<file path="src/hdl/u8d_pkg.sv">
// shared types and constants for the utf-8 byte stream decoder
`timescale 1ns / 1ps

package u8d_pkg;

  localparam int unsigned CP_W  = 21;
  localparam int unsigned DUE_W = 2;

  // byte class boundaries
  localparam logic [7:0] CONT_MIN  = 8'h80;
  localparam logic [7:0] LEAD2_MIN = 8'hC0;
  localparam logic [7:0] LEAD3_MIN = 8'hE0;
  localparam logic [7:0] LEAD4_MIN = 8'hF0;

  // payload masks
  localparam logic [7:0] LEAD2_MASK = 8'h1F;
  localparam logic [7:0] LEAD3_MASK = 8'h0F;
  localparam logic [7:0] LEAD4_MASK = 8'h07;
  localparam logic [7:0] CONT_MASK  = 8'h3F;

  // continuation bytes still due
  localparam logic [DUE_W-1:0] DUE_NONE  = 2'd0;
  localparam logic [DUE_W-1:0] DUE_ONE   = 2'd1;
  localparam logic [DUE_W-1:0] DUE_TWO   = 2'd2;
  localparam logic [DUE_W-1:0] DUE_THREE = 2'd3;

  typedef struct packed {
    logic [7:0] data_byte;
    logic       string_last;
  } in_t;

  typedef struct packed {
    logic [CP_W-1:0] code_point;
    logic            is_error;
    logic            string_end;
  } out_t;

  typedef struct packed {
    logic [CP_W-1:0]  accumulator;
    logic [DUE_W-1:0] bytes_due;
    logic             dropping;
  } state_t;

  // core to output stage
  typedef struct packed {
    logic emit;
    out_t data;
  } result_t;

endpackage

</file>
<file path="src/hdl/u8d_core.sv">
// decode state and single-pass byte decode logic
`timescale 1ns / 1ps

module u8d_core (
  input  logic             clk,
  input  logic             rst_n,
  input  logic             advance,
  input  u8d_pkg::in_t     item,
  output u8d_pkg::result_t result
);

  u8d_pkg::state_t state_r;
  u8d_pkg::state_t state_nxt;

  logic [u8d_pkg::CP_W-1:0]  cont_bits;
  logic [u8d_pkg::CP_W-1:0]  acc_merged;
  logic [u8d_pkg::DUE_W-1:0] due_dec;
  logic [7:0]                b;
  logic                      last;

  assign b    = item.data_byte;
  assign last = item.string_last;

  assign cont_bits = {{(u8d_pkg::CP_W - 6){1'b0}}, b[5:0] & u8d_pkg::CONT_MASK[5:0]};
  assign due_dec   = state_r.bytes_due - u8d_pkg::DUE_ONE;

  // place the six payload bits by how many bytes remain
  always_comb begin
    unique case (state_r.bytes_due)
      u8d_pkg::DUE_THREE: acc_merged = state_r.accumulator | (cont_bits << 12);
      u8d_pkg::DUE_TWO:   acc_merged = state_r.accumulator | (cont_bits << 6);
      default:            acc_merged = state_r.accumulator | cont_bits;
    endcase
  end

  always_comb begin
    state_nxt = state_r;
    result    = '0;
    if (state_r.dropping) begin
      if (last) begin
        state_nxt = '0;
      end
    end else if (state_r.bytes_due != u8d_pkg::DUE_NONE) begin
      if (due_dec == u8d_pkg::DUE_NONE) begin
        result.emit            = 1'b1;
        result.data.code_point = acc_merged;
        result.data.string_end = last;
        state_nxt              = '0;
      end else if (last) begin
        result.emit            = 1'b1;
        result.data.is_error   = 1'b1;
        result.data.string_end = 1'b1;
        state_nxt              = '0;
      end else begin
        state_nxt.accumulator = acc_merged;
        state_nxt.bytes_due   = due_dec;
      end
    end else if (b < u8d_pkg::CONT_MIN) begin
      result.emit            = 1'b1;
      result.data.code_point = {{(u8d_pkg::CP_W - 8){1'b0}}, b};
      result.data.string_end = last;
      state_nxt              = '0;
    end else if (b < u8d_pkg::LEAD2_MIN) begin
      // stray continuation byte
      result.emit            = 1'b1;
      result.data.is_error   = 1'b1;
      result.data.string_end = last;
      state_nxt              = '0;
      state_nxt.dropping     = ~last;
    end else begin
      if (b < u8d_pkg::LEAD3_MIN) begin
        state_nxt.accumulator = {{(u8d_pkg::CP_W - 11){1'b0}},
                                 b[4:0] & u8d_pkg::LEAD2_MASK[4:0], 6'b0};
        state_nxt.bytes_due   = u8d_pkg::DUE_ONE;
      end else if (b < u8d_pkg::LEAD4_MIN) begin
        state_nxt.accumulator = {{(u8d_pkg::CP_W - 16){1'b0}},
                                 b[3:0] & u8d_pkg::LEAD3_MASK[3:0], 12'b0};
        state_nxt.bytes_due   = u8d_pkg::DUE_TWO;
      end else begin
        state_nxt.accumulator = {b[2:0] & u8d_pkg::LEAD4_MASK[2:0], 18'b0};
        state_nxt.bytes_due   = u8d_pkg::DUE_THREE;
      end
      if (last) begin
        // truncated sequence
        result.emit            = 1'b1;
        result.data.is_error   = 1'b1;
        result.data.string_end = 1'b1;
        state_nxt              = '0;
      end
    end
  end

  always_ff @(posedge clk) begin
    if (!rst_n) begin
      state_r <= '0;
    end else if (advance) begin
      state_r <= state_nxt;
    end
  end

endmodule

</file>
<file path="src/hdl/u8d_out_stage.sv">
// result register with stall handling
`timescale 1ns / 1ps

module u8d_out_stage (
  input  logic             clk,
  input  logic             rst_n,
  input  logic             load,
  input  u8d_pkg::result_t result,
  output logic             ready,
  output logic             out_valid,
  input  logic             out_stall,
  output u8d_pkg::out_t    out_data
);

  logic          valid_r;
  logic          valid_nxt;
  u8d_pkg::out_t data_r;

  assign ready = ~valid_r | ~out_stall;

  always_comb begin
    valid_nxt = valid_r;
    if (ready) begin
      valid_nxt = load & result.emit;
    end
  end

  always_ff @(posedge clk) begin
    if (!rst_n) begin
      valid_r <= 1'b0;
    end else begin
      valid_r <= valid_nxt;
    end
  end

  always_ff @(posedge clk) begin
    if (ready && load && result.emit) begin
      data_r <= result.data;
    end
  end

  assign out_valid = valid_r;
  assign out_data  = data_r;

endmodule

</file>
<file path="src/hdl/utf8_byte_stream_decoder.sv">
// top level of the lenient utf-8 byte stream decoder
`timescale 1ns / 1ps

// channel   direction  handshake             payload
// in_       input      in_valid / in_stall   u8d_pkg::in_t  (data_byte, string_last)
// out_      output     out_valid / out_stall u8d_pkg::out_t (code_point, is_error, string_end)
//
// one byte per cycle sustained while out_stall is low; a byte is held in the
// input register, is decoded against the state in a single pass and its result
// lands in the output register, from which it is presented
// the decode state (accumulator, bytes due, drop flag) advances as the byte
// leaves the input register, which only waits on the output register
// synchronous active-low reset clears the valid flags and the decode state
// out_stall holds the result register and backs up into in_stall

module utf8_byte_stream_decoder (
  input  logic          clk,
  input  logic          rst_n,
  input  logic          in_valid,
  output logic          in_stall,
  input  u8d_pkg::in_t  in_data,
  output logic          out_valid,
  input  logic          out_stall,
  output u8d_pkg::out_t out_data
);

  // input register
  logic             in_valid_r;
  logic             in_valid_nxt;
  u8d_pkg::in_t     in_data_r;

  logic             out_ready;
  logic             advance;
  logic             in_take;
  u8d_pkg::result_t result;

  // the held byte moves on whenever the result register can take its outcome
  assign advance  = in_valid_r & out_ready;
  assign in_stall = in_valid_r & ~out_ready;
  assign in_take  = in_valid & ~in_stall;

  always_comb begin
    in_valid_nxt = in_valid_r;
    if (advance || !in_valid_r) begin
      in_valid_nxt = in_valid;
    end
  end

  always_ff @(posedge clk) begin
    if (!rst_n) begin
      in_valid_r <= 1'b0;
    end else begin
      in_valid_r <= in_valid_nxt;
    end
  end

  // payload register, no reset needed
  always_ff @(posedge clk) begin
    if (in_take) begin
      in_data_r <= in_data;
    end
  end

  // decode and state update
  u8d_core u_core (
    .clk     (clk),
    .rst_n   (rst_n),
    .advance (advance),
    .item    (in_data_r),
    .result  (result)
  );

  // result register; bytes with no result simply pass through
  u8d_out_stage u_out (
    .clk       (clk),
    .rst_n     (rst_n),
    .load      (advance),
    .result    (result),
    .ready     (out_ready),
    .out_valid (out_valid),
    .out_stall (out_stall),
    .out_data  (out_data)
  );

endmodule

</file>
<file path="config.mk">
export PLATFORM = sky130hd
export DESIGN_NAME = utf8_byte_stream_decoder
export DESIGN_NICKNAME = d
export VERILOG_FILES = /design/src/hdl/u8d_pkg.sv /design/src/hdl/u8d_core.sv /design/src/hdl/u8d_out_stage.sv /design/src/hdl/utf8_byte_stream_decoder.sv
export SDC_FILE = /design/constraint.sdc
export NUM_CORES = 1
export LEC_CHECK = 0
export BUFFER_PORTS_ARGS = -buffer_cell sky130_fd_sc_hd__buf_4
export CORE_MARGIN = 2
export CORE_UTILIZATION = 52
export CTS_CLUSTER_SIZE = 16
export DETAILED_ROUTE_END_ITERATION = 7
export GPL_ROUTABILITY_DRIVEN = 0
export PLACE_DENSITY = 0.74
export SETUP_SLACK_MARGIN = 0.1
export SLEW_MARGIN = 20
export SYNTH_ARGS = -nofsm -noshare
export SYNTH_HDL_FRONTEND = slang
export SYNTH_SLANG_ARGS = --single-unit
export TNS_END_PERCENT = 20
</file>
<file path="constraint.sdc">
create_clock -name clk -period 7 [get_ports clk]
set_input_delay 0.35 -clock clk [delete_from_list [all_inputs] [get_ports clk]]
set_output_delay 0.35 -clock clk [all_outputs]
set_load 0.02 [all_outputs]
</file>
# Yosys cells after proc, flatten, opt, wreduce, memory -nomap -nowiden
# Cells that the tools add are included.
dict set report totals {
  register_bits 58
  latchBits 0
  mem_bits_rw 0
  romBits 0
  in_bits 13
  output_inout_bits 25
  elab_cells 63
  n_memories 0
}
dict set report op_classes {
  addsub 1
  n_mul 0
  div_mod_pow 0
  order_cmp 4
  eq_ne 3
  shifts 0
  n_mux 25
  bitwise 13
  n_reduce_logical 7
}
# op n
set ops {}
lappend ops {{24-bit two-way mux} 9}
lappend ops {{23-bit two-way mux} 3}
lappend ops {{21-bit case mux with 2 select lines} 1}
lappend ops {{8-bit < comparator, second input constant} 4}
lappend ops {{21-bit two-way mux} 1}
lappend ops {{21-bit by 12-bit OR with 21-bit output} 1}
lappend ops {{21-bit by 18-bit OR with 21-bit output} 1}
lappend ops {{21-bit by 6-bit OR with 21-bit output} 1}
lappend ops {{1-bit two-way mux} 8}
lappend ops {{8-bit two-way mux} 1}
lappend ops {{1-bit inverter} 5}
lappend ops {{1-bit bitwise AND} 4}
lappend ops {{2-bit equality test, second input constant} 2}
lappend ops {{2-bit two-way mux} 2}
lappend ops {{1-bit logical AND} 2}
lappend ops {{2-bit logical NOT} 1}
lappend ops {{2-bit inequality test, second input constant} 1}
lappend ops {{2-bit AND reduction} 1}
lappend ops {{2-bit nonzero test} 1}
lappend ops {{2-bit by 1-bit subtractor with 2-bit output, second input constant} 1}
lappend ops {{1-bit logical NOT} 1}
lappend ops {{1-bit logical OR} 1}
lappend ops {{1-bit OR} 1}

# Longest topological paths before layout
# Gate-level depths: netlist of run 1.
dict set report depth {
  depth_word 8
  mapped_depth 8
  depth_no_buf 6
}

# Modules after synthesis
# A second synthesis of run 1 with hierarchy kept.
dict set report hier_totals {
  cells_unflattened 235
  area_unflattened_um2 2580.0
}
# mod n_inst cells_each area_per_inst_um2 seq_area_each_um2
set by_module_without_submodules {}
lappend by_module_without_submodules {u8d_core 1 193 1519.0 480.5}
lappend by_module_without_submodules {u8d_out_stage 1 28 737.0 710.7}
lappend by_module_without_submodules {utf8_byte_stream_decoder 1 14 324.1 290.3}

# Least setup slack after synthesis of run 1
# No wires, ideal clock.
dict set report synth_path {
  path_type {register to register}
  from {register u_core.state_r[1] in the netlist's numbering}
  to {register u_out.data_r, in the netlist u_out.out_data[0] (enable)}
  setup_ps 465
  t_arrival_ps 3349
  required_time_ps 6535
  setup_slack_ps 3187
  path_stages_with_launch 6
  n_path_buf 1
  period_less_slack_ps 3813
  cell_sequence {dfxtp_1 -> inv_1 -> ha_1 -> buf_6 -> and4b_2 -> nor4_1}
}
dict set report synth_between {
  elab_chain_cells 6
  elab_cells_between_ends 7
  cone_classes {add/sub (1); mux (3); reduce/logical (3)}
}
# element line_no
set synth_lines {}
lappend synth_lines {{start, declared} u8d_core.sv:12} ;# u8d_pkg::state_t state_r;
lappend synth_lines {{start signal, assigned} u8d_core.sv:97} ;# state_r <= state_nxt;
lappend synth_lines {{2-bit by 1-bit subtractor with 2-bit output} u8d_core.sv:25} ;# assign due_dec = state_r.bytes_due - u8d_pkg::DUE_ONE;
lappend synth_lines {{2-bit logical NOT} u8d_core.sv:44} ;# if (due_dec == u8d_pkg::DUE_NONE) begin
lappend synth_lines {{1-bit two-way mux} u8d_core.sv:44}
lappend synth_lines {{24-bit two-way mux *} u8d_core.sv:43} ;# end else if (state_r.bytes_due != u8d_pkg::DUE_NONE) begin
lappend synth_lines {{24-bit two-way mux *} u8d_core.sv:39} ;# if (state_r.dropping) begin
lappend synth_lines {{1-bit logical AND *} u8d_out_stage.sv:37} ;# if (ready && load && result.emit) begin
lappend synth_lines {{end signal, assigned} u8d_out_stage.sv:38} ;# data_r <= result.data;
lappend synth_lines {{end, declared} u8d_out_stage.sv:17} ;# u8d_pkg::out_t data_r;
# Mark *: on every way between the ends. The rest lies on a longest branch, timed or not.
# A chain may end at the register's enable or synchronous reset.

# Worst setup path in the final report of run 1
dict set report layout_path {
  from {register u_core.state_r[1] in the netlist's numbering}
  to {register u_out.data_r, in the netlist u_out.out_data[21] (enable)}
}
# The elaborated chain is that of the path after synthesis.

==> impl_metrics.tcl, run 1 <==
set metrics [dict create \
    final_hold_viol_count 0 \
    clockBufferDepth 2 \
    ios 38 \
    powerDensity_nw_per_um2 249.7 \
    critical_path.cell_chain "inv_1 > ha_1 > and4b_2 > nor4_2 > buf_4" \
    postLayoutCoreUtil_pct 65.87 \
    timing.hold.worst_endpoint "in_data_r[1]" \
    timing.max_cap.violations 0 \
    synthToLayoutAreaGrowth_pct 21.15 \
    nets 254 \
    cp_top_family "simple AND/OR/NAND/NOR gates" \
    setup-tns-final_ns 0 \
    tritoncts "done" \
    antenna_cells_inserted 0 \
    ctsHoldBuffers 0 \
    setup.worst_path.class "reg -> reg" \
    maxSlewViolCount 0 \
    netlist_instances 195 \
    worst-path-buf-inv 2 \
    rsz_0062_raised_after_global_routing "false" \
    maximum_number_of_pins_on_one_net_before_global_route_repair 22 \
    grt_pass1_wl_um 7617 \
    yosys_register_bits 58 \
    crit_path_max_fanout 21 \
    yosys.area_share.adder_pct 2.625 \
    ys.warnings.count 0 \
    cpMaxStageDelayCell "sky130_fd_sc_hd__nor4_2" \
    filler_cell_count 332 \
    worst_setup_hold_path_clk_slew_ns 0.06 \
    cp-start-kind "register" \
    synth-simple-area-share_pct 12.81 \
    max_freq_ghz 0.4424 \
    power.static_leakage_nw 1.089 \
    worst_endpoint_required_time_ns 7.01 \
    routed_wl_um 4623 \
    tritoncts.num_buffers 9 \
    largest_stage_delay_on_the_critical_path_ns 0.44 \
    yosys-mux-area-fraction_pct 0 \
    largest_family_of_logic_cells_by_synthesized_area "compound AO/OA/AOI/OAI gates" \
    port_buffers 37 \
    first_drt_iteration_drcs 111 \
    die-area_um2 5142 \
    final.setup_skew_ns 0.006869 \
    synth_sequential_area_ratio_pct 62.15 \
    fin_worst_hold_slack_ns 0.1915 \
    overflow 0 \
    cts.root.buffer_cell "sky130_fd_sc_hd__clkbuf_8" \
    worst_slew_pin_slew_ns 0.7738 \
    maxSlewHeadroom_pct 48.01 \
    cts_setup_buffers 0 \
    r2r_start "u_core.state_r[1]" \
    htree_num_levels 3 \
    first_pass_iters 4 \
    routed-via-count 1683 \
    worst_hold_startpoint "in_data[1]" \
    r2r.worst_path.cells 5 \
    core_um2 4384 \
    min_path_type "in -> reg" \
    hold_path_depth 1 \
    final_min_period_over_clock_period_pct 32.29 \
    arrival_ns 2.27 \
    post-route-drc-count 0 \
    die_y_um 71.71 \
    post_cts_resized 0 \
    setup_viol 0 \
    vdd.ir_drop.worst_mv 0.1383 \
    drive_gt1_share_pct 26.14 \
    status "finished, final reports clean" \
    route.detailed.vias_per_inst 5.744 \
    net_count_of_the_mapped_netlist 213 \
    worst_setup_path_end_kind "register" \
    drt.antenna.violating_nets 0 \
    groute.usage.overall_pct 19.80 \
    number_of_global_route_vias_before_repair 1584 \
    average_wire_per_standard_cell_um 15.78 \
    clock_sink_count 58 \
    reg2reg_to "u_out.out_data[21]" \
    r2r_setup_slack_ns 4.74 \
    synthesis.area_per_instance_um2 12.22 \
    final.min_clock_period_ns 2.260 \
    clkLatencyLatePin_ns 0.33 \
    detailedPlacementHpwl_um 3163 \
    synth_area_um2 2384 \
    synth.lib_cells_used.distinct 39 \
    placementRows 24 \
    antenna_found_initial 0 \
    share_of_the_synthesized_area_in_compound_gates_ao_oa_aoi_oai_pct 19.37 \
    synth_xor_xnor_area_share_pct 0 \
    initial_core_util_pct 54.37 \
    die_w_um 71.71 \
]
Yosys cell counts, drive strengths merged:
cell type / n / area (um^2)
edfxtp: 32 / 960.9
dfxtp: 26 / 520.5
a22o: 23 / 202.7
nor2: 20 / 75.07
a21oi: 16 / 80.08
nand3: 8 / 40.04
inv: 7 / 26.28
a21boi: 5 / 37.54
clkbuf: 5 / 18.77
ha: 5 / 62.56
nand2: 5 / 18.77
nor2b: 4 / 25.02
nor3: 4 / 20.02
o21ai: 4 / 20.01
and2: 3 / 18.77
buf: 3 / 27.52
nor4: 3 / 40.04
o21a: 3 / 23.77
o2bb2ai: 3 / 26.28
a22oi: 2 / 15.01
and3: 2 / 12.51
a21bo: 1 / 10.01
a2bb2oi: 1 / 8.760
a32oi: 1 / 8.760
and4b: 1 / 11.26
nand4b: 1 / 8.760
nor3b: 1 / 7.510
o2111ai: 1 / 8.760
o221a: 1 / 11.26
o32ai: 1 / 8.760
or2b: 1 / 7.510
or3: 1 / 11.26
or3b: 1 / 8.760
worst max-delay path by stage:
stage | startpoint | endpoint | slack [ns] | cells past startpoint
detailed placement | u_core.state_r[1] | u_out.out_data[4] | 4.77 | 5
global route | u_core.state_r[1] | u_out.out_data[15] | 4.60 | 5
finish | u_core.state_r[1] | u_out.out_data[21] | 4.74 | 5
CTS | u_core.state_r[1] | u_out.out_data[21] | 4.74 | 5
global placement | u_core.state_r[1] | u_out.out_data[2] | 4.86 | 5
floorplan | u_core.state_r[1] | u_out.out_data[0] | 3.19 | 5
layout by cell type, fill, tap and decap left out, types with 4 or more instances in the layout:
| master | instances |
|---|---|
| sky130_fd_sc_hd__nand3_1 | 8 |
| sky130_fd_sc_hd__ha_1 | 5 |
| sky130_fd_sc_hd__a22o_1 | 22 |
| sky130_fd_sc_hd__nor2_1 | 20 |
| sky130_fd_sc_hd__a21oi_1 | 16 |
| sky130_fd_sc_hd__buf_4 | 38 |
| sky130_fd_sc_hd__nor2b_1 | 4 |
| sky130_fd_sc_hd__nand2_1 | 5 |
| sky130_fd_sc_hd__a21boi_0 | 5 |
| sky130_fd_sc_hd__nor3_1 | 4 |
| sky130_fd_sc_hd__inv_1 | 7 |
| sky130_fd_sc_hd__clkbuf_8 | 9 |
| sky130_fd_sc_hd__edfxtp_1 | 32 |
| sky130_fd_sc_hd__dfxtp_1 | 26 |
layer usage:
layer	vias to the layer above	routed length, um	GRT usage [%]	share of wire, %
met5	-	0	0	0
met1	791	2030	25.19	44
met2	66	2204	31.28	48
li1	820	-	-	-
met4	0	45	10.06	0.97
met3	6	343	5.204	7.4
cell families after synthesis:
kind of cell,after synthesis
compound gates,62
flops,58
simple gates,55
buf+inv,15
fa+ha+maj,5
layout make-up:
type                       count  area [um^2]  share of cell area [%]
clock inverter                 7        70.07                   2.426
inverter                       7        26.28                  0.9099
tap                           52        65.06                   2.253
sequential                    58         1481                   51.30
clock buffer                   9        123.9                   4.289
multi-input combinational    122        835.8                   28.94
timing repair buffer          38        285.3                   9.879
sequential cells by signal (all words and copies together) (netlist names):
signal	cells
u_out.out_valid	1
in_valid_r	1
u_out.out_data	23
u_core.state_r	24
in_data_r	9
per-stage QoR:
stage | power [mW] | instances | setup WS [ns] | instance area (um^2)
floorplan | 0.4135 | 195 | 3.187 | 2384
global placement | 0.4332 | 277 | 4.857 | 2694
detailed placement | 0.4342 | 277 | 4.769 | 2694
CTS | 0.7256 | 293 | 4.738 | 2888
global route | 0.7456 | 293 | 4.602 | 2888
finish | 0.7210 | 293 | 4.740 | 2888
power by group:
group | total, mW | switching (mW) | internal [mW]
Combinational | 0.0470 | 0.0273 | 0.0196
Clock | 0.294 | 0.132 | 0.163
Sequential | 0.380 | 0.00966 | 0.370
(Power assumes the default switching activity.)
==> run 2: changes to the inputs <==
--- a/config.mk
+++ b/config.mk
@@ -5,13 +5,14 @@
 export SDC_FILE = /design/constraint.sdc
 export NUM_CORES = 1
 export LEC_CHECK = 0
+export ABC_AREA = 1
 export BUFFER_PORTS_ARGS = -buffer_cell sky130_fd_sc_hd__buf_4
 export CORE_MARGIN = 2
-export CORE_UTILIZATION = 52
+export CORE_UTILIZATION = 51
 export CTS_CLUSTER_SIZE = 16
 export DETAILED_ROUTE_END_ITERATION = 7
 export GPL_ROUTABILITY_DRIVEN = 0
-export PLACE_DENSITY = 0.74
+export PLACE_DENSITY = 0.75
 export SETUP_SLACK_MARGIN = 0.1
 export SLEW_MARGIN = 20
 export SYNTH_ARGS = -nofsm -noshare
==> constraint.sdc (replaced) <==
create_clock -name clk -period 1.9 [get_ports clk]
set_input_delay 0.095 -clock clk [delete_from_list [all_inputs] [get_ports clk]]
set_output_delay 0.095 -clock clk [all_outputs]
set_load 0.02 [all_outputs]
==> run 2 against run 1 <==
Net effect: first-iteration DRC count increased by 120%; synthesized cell count increased by 70%; critical path type unchanged; sequential power increased to 3.7 times the previous value; clock power increased to 3.6 times the previous value; worst hold slack got worse by 0.14 ns; clock-buffer cell count increased by 2; register-to-register slack got worse by 4.6 ns.
==> impl_metrics.tcl, run 2 <==
set metrics [dict create \
    status "finished, final reports clean" \
    final_min_period_over_clock_period_pct 92.60 \
    dominant_register_cell_in_the_synthesized_netlist "sky130_fd_sc_hd__edfxtp_1" \
    antenna_found_initial 0 \
    rsz_0062_raised_after_global_routing "false" \
    largest_family_of_logic_cells_by_synthesized_area "simple AND/OR/NAND/NOR gates" \
    most_used_standard_cell_by_instance_count_after_synthesis "sky130_fd_sc_hd__nand2_1" \
    routed_wl_um 6155 \
    port_buffers 37 \
    final.min_clock_period_ns 1.759 \
    worst_setup_path_end_kind "register" \
    power.static_leakage_nw 1.504 \
    fin_worst_hold_slack_ns 0.04841 \
    clockBufferDepth 2 \
    drive_gt1_share_pct 16.62 \
    synth_area_um2 2751 \
    die_w_um 77.45 \
    maxSlewHeadroom_pct 62.44 \
    total_switching_power_mw 0.6686 \
    cpMaxStageDelayCell "sky130_fd_sc_hd__edfxtp_1" \
    groute.usage.overall_pct 21.52 \
    powerDensity_nw_per_um2 808.2 \
    clkLatencyLatePin_ns 0.34 \
    antenna_cells_inserted 0 \
    critical_path.cell_chain "inv_2 > nand2_1 > nor2_1 > inv_1 > nand3_1 > clkinvlp_4 > buf_12" \
    worst_endpoint_required_time_ns 1.99 \
    first_drt_iteration_drcs 244 \
    die_y_um 77.45 \
    post-route-drc-count 0 \
    route.detailed.vias_per_inst 5.148 \
    tritoncts "done" \
    synthToLayoutAreaGrowth_pct 23.19 \
    maxSlewViolCount 0 \
    largest_register_ffs 24 \
    design_area_um2 3390 \
    placementRows 26 \
    net_count_of_the_mapped_netlist 350 \
    die-area_um2 5999 \
    layoutNonFillerInstCount 461 \
    number_of_global_route_vias_before_repair 2103 \
    ys.warnings.count 0 \
    drt.antenna.violating_nets 0 \
    vdd.ir_drop.worst_mv 0.5354 \
    synth-simple-area-share_pct 26.83 \
    synth_top_area_share_pct 34.92 \
    first_pass_iters 5 \
    initial_core_util_pct 53.19 \
    setup-tns-final_ns 0 \
    synth_top_cells_by_count "93 x sky130_fd_sc_hd__nand2_1, 49 x sky130_fd_sc_hd__inv_1, 45 x sky130_fd_sc_hd__nor2_1" \
    core_um2 5172 \
    post-synth-top-area-cell "sky130_fd_sc_hd__edfxtp_1" \
    cts_setup_buffers 0 \
    cts.root.buffer_cell "sky130_fd_sc_hd__clkbuf_8" \
    synthesis.area_per_instance_um2 8.287 \
    synth.lib_cells_used.distinct 22 \
    htree_num_levels 3 \
    power.share.clock_pct 38.6 \
    number_of_enable_flip_flop_cells_after_synthesis 32 \
    setup.worst_path.class "reg -> reg" \
    average_wire_per_standard_cell_um 13.35 \
    power.share.switching_pct 24.41 \
    synth_sequential_area_ratio_pct 53.84 \
    post-place-cells 436 \
    maximum_number_of_pins_on_one_net_before_global_route_repair 24 \
    regMostFlops "u_core.state_r" \
    detailedPlacementHpwl_um 4144 \
    cp-start-kind "register" \
    setup_viol 0 \
    worst_setup_hold_path_clk_slew_ns 0.07 \
    max_freq_ghz 0.5684 \
    clock_sink_count 58 \
    postLayoutCoreUtil_pct 65.53 \
    share_of_the_synthesized_area_in_compound_gates_ao_oa_aoi_oai_pct 8.095 \
    arrival_ns 1.85 \
    nets 404 \
    dpl_cell_area_um2 3117 \
    timing.max_cap.violations 0 \
    min_path_type "in -> reg" \
    final_common_cell "sky130_fd_sc_hd__nand2_1" \
    worst-path-buf-inv 4 \
    synth_xor_xnor_area_share_pct 0 \
    final_hold_viol_count 0 \
    yosys.area_share.adder_pct 2.274 \
    worst_slew_pin_slew_ns 0.5628 \
    netlist_instances 332 \
    final.setup_skew_ns 0.007009 \
    ios 38 \
    crit_path_max_fanout 23 \
    tritoncts.num_buffers 9 \
    overflow 0 \
    most-common-layout-cells "93 x sky130_fd_sc_hd__nand2_1, 47 x sky130_fd_sc_hd__inv_1, 45 x sky130_fd_sc_hd__nor2_1" \
    synth_area_leaders "sky130_fd_sc_hd__edfxtp_1 35%, sky130_fd_sc_hd__dfxtp_1 19%, sky130_fd_sc_hd__nand2_1 13%" \
    internal_power_mw 2.071 \
    largest_stage_delay_on_the_critical_path_ns 0.51 \
    power.sequential.fraction_pct 51.4 \
    grt_pass1_wl_um 9770 \
    yosys_register_bits 58 \
    share_of_synthesized_flip_flops_with_an_asynchronous_set_or_reset_pct 0 \
    cp_top_family "buffers and inverters" \
    routed-via-count 2373 \
    comb_pwr_share_pct 10.1 \
    yosys-mux-area-fraction_pct 0 \
]
## run 2: changes by cell type after synthesis, moves of 11 or more
cell                       delta
sky130_fd_sc_hd__inv_1       +42
sky130_fd_sc_hd__nand2_1     +88
sky130_fd_sc_hd__o21bai_1    +11
sky130_fd_sc_hd__nor2_1      +25
sky130_fd_sc_hd__a22o_1      -22
sky130_fd_sc_hd__nand3_1     +16
## run 2: stage by stage
step           setup WS (ns)  power [mW]
2_1_floorplan         0.1073       1.586
3_3_place_gp          0.2176       1.685
5_1_grt              0.08787       2.829
6_report              0.1406       2.739
4_1_cts               0.1215       2.743
3_5_place_dp          0.1625       1.690
## run 2: timing repair
action / in CTS / in global routing
hold buffers: 9 / 0
endpoints found under the hold margin: 9 / 0
gates resized for setup: 0 / 4
endpoints found under the setup margin: 0 / 30
## run 2: path summary, 6_finish.rpt
path / from / to / slack, ns / cells past startpoint
setup reg to reg: in_data_r[0] / u_out.out_data[13] / 0.14 / 7
hold reg to reg: u_core.state_r[4] / u_core.state_r[4] / 0.47 / 2
setup / recovery: in_data_r[0] / u_out.out_data[13] / 0.14 / 7
hold / removal: in_valid / in_valid_r / 0.05 / 3
## run 2: cells by family after synthesis
family | Yosys count
flops | 58
buf+inv | 59
fa+ha+maj | 5
simple gates | 172
compound gates | 38
## run 2: layout make-up
type	count	area, um^2
clock buffer	11	131.4
inverter	52	203.9
multi-input combinational	215	1026
sequential	58	1484
clock inverter	5	46.29
tap	70	87.58
timing repair buffer	50	410.4
fill	421	1783
## run 2: tightest hold or removal path: stages
cell and delay [ns]:
sky130_fd_sc_hd__buf_4 0.07, sky130_fd_sc_hd__nand2_1 0.06, sky130_fd_sc_hd__a21oi_1 0.12
## run 2: routing by layer
layer	wire length, um	share of wire (%)	vias up	track usage, %
met5	0	0	-	0
met2	2885	47	122	34.96
met4	129	2.1	0	11.07
met1	2671	43	1069	27.31
li1	-	-	1168	-
met3	469	7.6	14	4.302
## run 2: power groups by stage
stage,clock network [mW],logic [mW],registers [mW]
2_1_floorplan,0,0.126,1.46
3_3_place_gp,0,0.254,1.43
3_5_place_dp,0,0.257,1.43
4_1_cts,1.06,0.273,1.41
5_1_grt,1.12,0.301,1.41
6_report,1.06,0.276,1.41
==> run 3: changes to the inputs <==
--- a/config.mk
+++ b/config.mk
@@ -6,13 +6,13 @@
 export NUM_CORES = 1
 export LEC_CHECK = 0
 export ABC_AREA = 1
-export BUFFER_PORTS_ARGS = -buffer_cell sky130_fd_sc_hd__buf_4
 export CORE_MARGIN = 2
-export CORE_UTILIZATION = 51
+export CORE_UTILIZATION = 52
 export CTS_CLUSTER_SIZE = 16
 export DETAILED_ROUTE_END_ITERATION = 7
+export DONT_BUFFER_PORTS = 1
 export GPL_ROUTABILITY_DRIVEN = 0
-export PLACE_DENSITY = 0.75
+export PLACE_DENSITY = 0.67
 export SETUP_SLACK_MARGIN = 0.1
 export SLEW_MARGIN = 20
 export SYNTH_ARGS = -nofsm -noshare
==> run 3 against run 2 <==
Net effect: wire length fell by 3.3%; global-route usage rose by 0.24 points; clock-buffer cell count did not move; combinational power fell by 31%; critical path type unchanged.
==> impl_metrics.tcl, run 3 (same netlist as run 2, synthesis figures left out) <==
set metrics [dict create \
    final_common_cell "sky130_fd_sc_hd__nand2_1" \
    drt.antenna.violating_nets 0 \
    tritoncts.num_buffers 9 \
    clkLatencyLatePin_ns 0.35 \
    most-common-layout-cells "93 x sky130_fd_sc_hd__nand2_1, 47 x sky130_fd_sc_hd__inv_1, 45 x sky130_fd_sc_hd__nor2_1" \
    maximum_number_of_pins_on_one_net_before_global_route_repair 24 \
    overflow 0 \
    nets 372 \
    largest_register_ffs 24 \
    port_buffers 0 \
    first_pass_iters 4 \
    maxSlewViolCount 0 \
    cts.root.buffer_cell "sky130_fd_sc_hd__clkbuf_8" \
    power.sequential.fraction_pct 49.9 \
    die_y_um 76.74 \
    placementRows 26 \
    clock_sink_count 58 \
    die-area_um2 5889 \
    comb_pwr_share_pct 6.6 \
    critical_path.cell_chain "inv_2 > nand2_1 > nor2_1 > inv_1 > nand3_1 > clkinvlp_4 > buf_12" \
    post-place-cells 402 \
    grt_pass1_wl_um 9860 \
    worst_setup_path_end_kind "register" \
    arrival_ns 1.76 \
    filler_cell_count 435 \
    groute.usage.overall_pct 21.76 \
    route.detailed.vias_per_inst 5.135 \
    drive_gt1_share_pct 9.471 \
    detailedPlacementHpwl_um 4108 \
    antenna_found_initial 0 \
    power.share.switching_pct 23.48 \
    final_hold_viol_count 0 \
    worst_slew_pin_slew_ns 0.5064 \
    htree_num_levels 3 \
    r2r_setup_slack_ns 0.25 \
    regMostFlops "u_core.state_r" \
    die_w_um 76.74 \
    power.share.clock_pct 43.5 \
    cp-start-kind "register" \
    final_min_period_over_clock_period_pct 86.92 \
    synthToLayoutAreaGrowth_pct 16.10 \
    crit_path_max_fanout 23 \
    power.static_leakage_nw 1.369 \
    ios 38 \
    number_of_global_route_vias_before_repair 2035 \
    min_path_type "in -> reg" \
    internal_power_mw 2.210 \
    routed_wl_um 5950 \
    maxSlewHeadroom_pct 66.20 \
    worst_setup_hold_path_clk_slew_ns 0.06 \
    setup_viol 0 \
    final.min_clock_period_ns 1.651 \
    tritoncts "done" \
    max_freq_ghz 0.6056 \
    status "finished, final reports clean" \
    powerDensity_nw_per_um2 904.2 \
    setup.worst_path.class "reg -> reg" \
    layoutNonFillerInstCount 429 \
    clockBufferDepth 2 \
    setup-tns-final_ns 0 \
    post-route-drc-count 0 \
    final.setup_skew_ns 0.007406 \
    rsz_0062_raised_after_global_routing "false" \
    vdd.ir_drop.worst_mv 0.4432 \
    first_drt_iteration_drcs 158 \
    largest_stage_delay_on_the_critical_path_ns 0.52 \
    worst_endpoint_required_time_ns 2.00 \
    routed-via-count 2203 \
    average_wire_per_standard_cell_um 13.87 \
    timing.max_cap.violations 0 \
    total_switching_power_mw 0.6783 \
    cpMaxStageDelayCell "sky130_fd_sc_hd__edfxtp_1" \
    antenna_cells_inserted 0 \
    initial_core_util_pct 53.87 \
    core_um2 5107 \
]
==> run 3: cell types whose count changed in the layout (fill, tap and decap cells not counted) <==
cell | before | now
sky130_fd_sc_hd__buf_4 | 40 | 6
sky130_fd_sc_hd__clkinv_1 | 3 | 0
sky130_fd_sc_hd__clkbuf_1 | 2 | 1
sky130_fd_sc_hd__dfxtp_2 | 2 | 1
sky130_fd_sc_hd__dfxtp_1 | 24 | 25
sky130_fd_sc_hd__dlygate4sd3_1 | 9 | 11
sky130_fd_sc_hd__clkinv_2 | 1 | 2
sky130_fd_sc_hd__clkbuf_8 | 9 | 10
sky130_fd_sc_hd__bufinv_16 | 1 | 2
sky130_fd_sc_hd__clkinvlp_4 | 1 | 2
==> run 3: through the flow <==
step / hold slack [ns] / setup slack [ns] / instance area [um^2] / utilization [%] / power, mW
2_1_floorplan: 0.1939 / 0.1073 / 2755 / - / 1.586
3_3_place_gp: 0.1939 / 0.2110 / 2861 / 56.03 / 1.633
3_5_place_dp: 0.1939 / 0.1583 / 2861 / 56.03 / 1.636
4_1_cts: 0.05599 / 0.1278 / 3191 / 62.47 / 2.901
5_1_grt: 0.07596 / 0.1179 / 3194 / 62.54 / 2.995
6_report: 0.05384 / 0.2486 / 3194 / 62.54 / 2.888
==> run 3: critical path, delay by kind of cell (launching register included) <==
kind          cells  cell delay (ns)
buf+inv           4             0.54
flops             1             0.52
simple gates      3             0.33
==> run 3: area by class of cell <==
class	count	area (um^2)	share of cell area, %
Sequential cell	58	1483	46.42
Multi-Input combinational cell	215	1026	32.12
Inverter	52	203.9	6.385
Timing Repair Buffer	18	175.2	5.484
Clock buffer	11	141.4	4.426
Tap cell	70	87.58	2.742
Clock inverter	5	77.57	2.429
==> run 3: repair_timing <==
action,CTS,global route
gates resized for setup,0,3
setup endpoints to repair,0,48
hold endpoints to repair,21,0
setup buffers,0,0
hold buffers,11,0
==> run 3: final timing paths <==
path,startpoint,end,depth (start not counted)
setup / recovery,in_data_r[0],u_out.out_data[9],7
setup reg to reg,in_data_r[0],u_out.out_data[9],7
hold / removal,out_stall,u_out.out_valid,2
hold reg to reg,u_core.state_r[3],u_core.state_r[3],2
==> run 3: power by group through the flow <==
stage / Combinational (mW) / Clock, mW / Sequential [mW]
2_1_floorplan: 0.126 / 0 / 1.46
4_1_cts: 0.189 / 1.27 / 1.44
3_3_place_gp: 0.165 / 0 / 1.47
5_1_grt: 0.213 / 1.34 / 1.45
3_5_place_dp: 0.167 / 0 / 1.47
6_report: 0.190 / 1.26 / 1.44
==> run 3: per-layer routing <==
layer | vias to the layer above | wire, um | track usage, %
met4 | 0 | 198 | 8.909
li1 | 1106 | - | -
met1 | 1014 | 2814 | 30.17
met2 | 67 | 2669 | 31.67
met5 | - | 0 | 0
met3 | 16 | 268 | 6.706
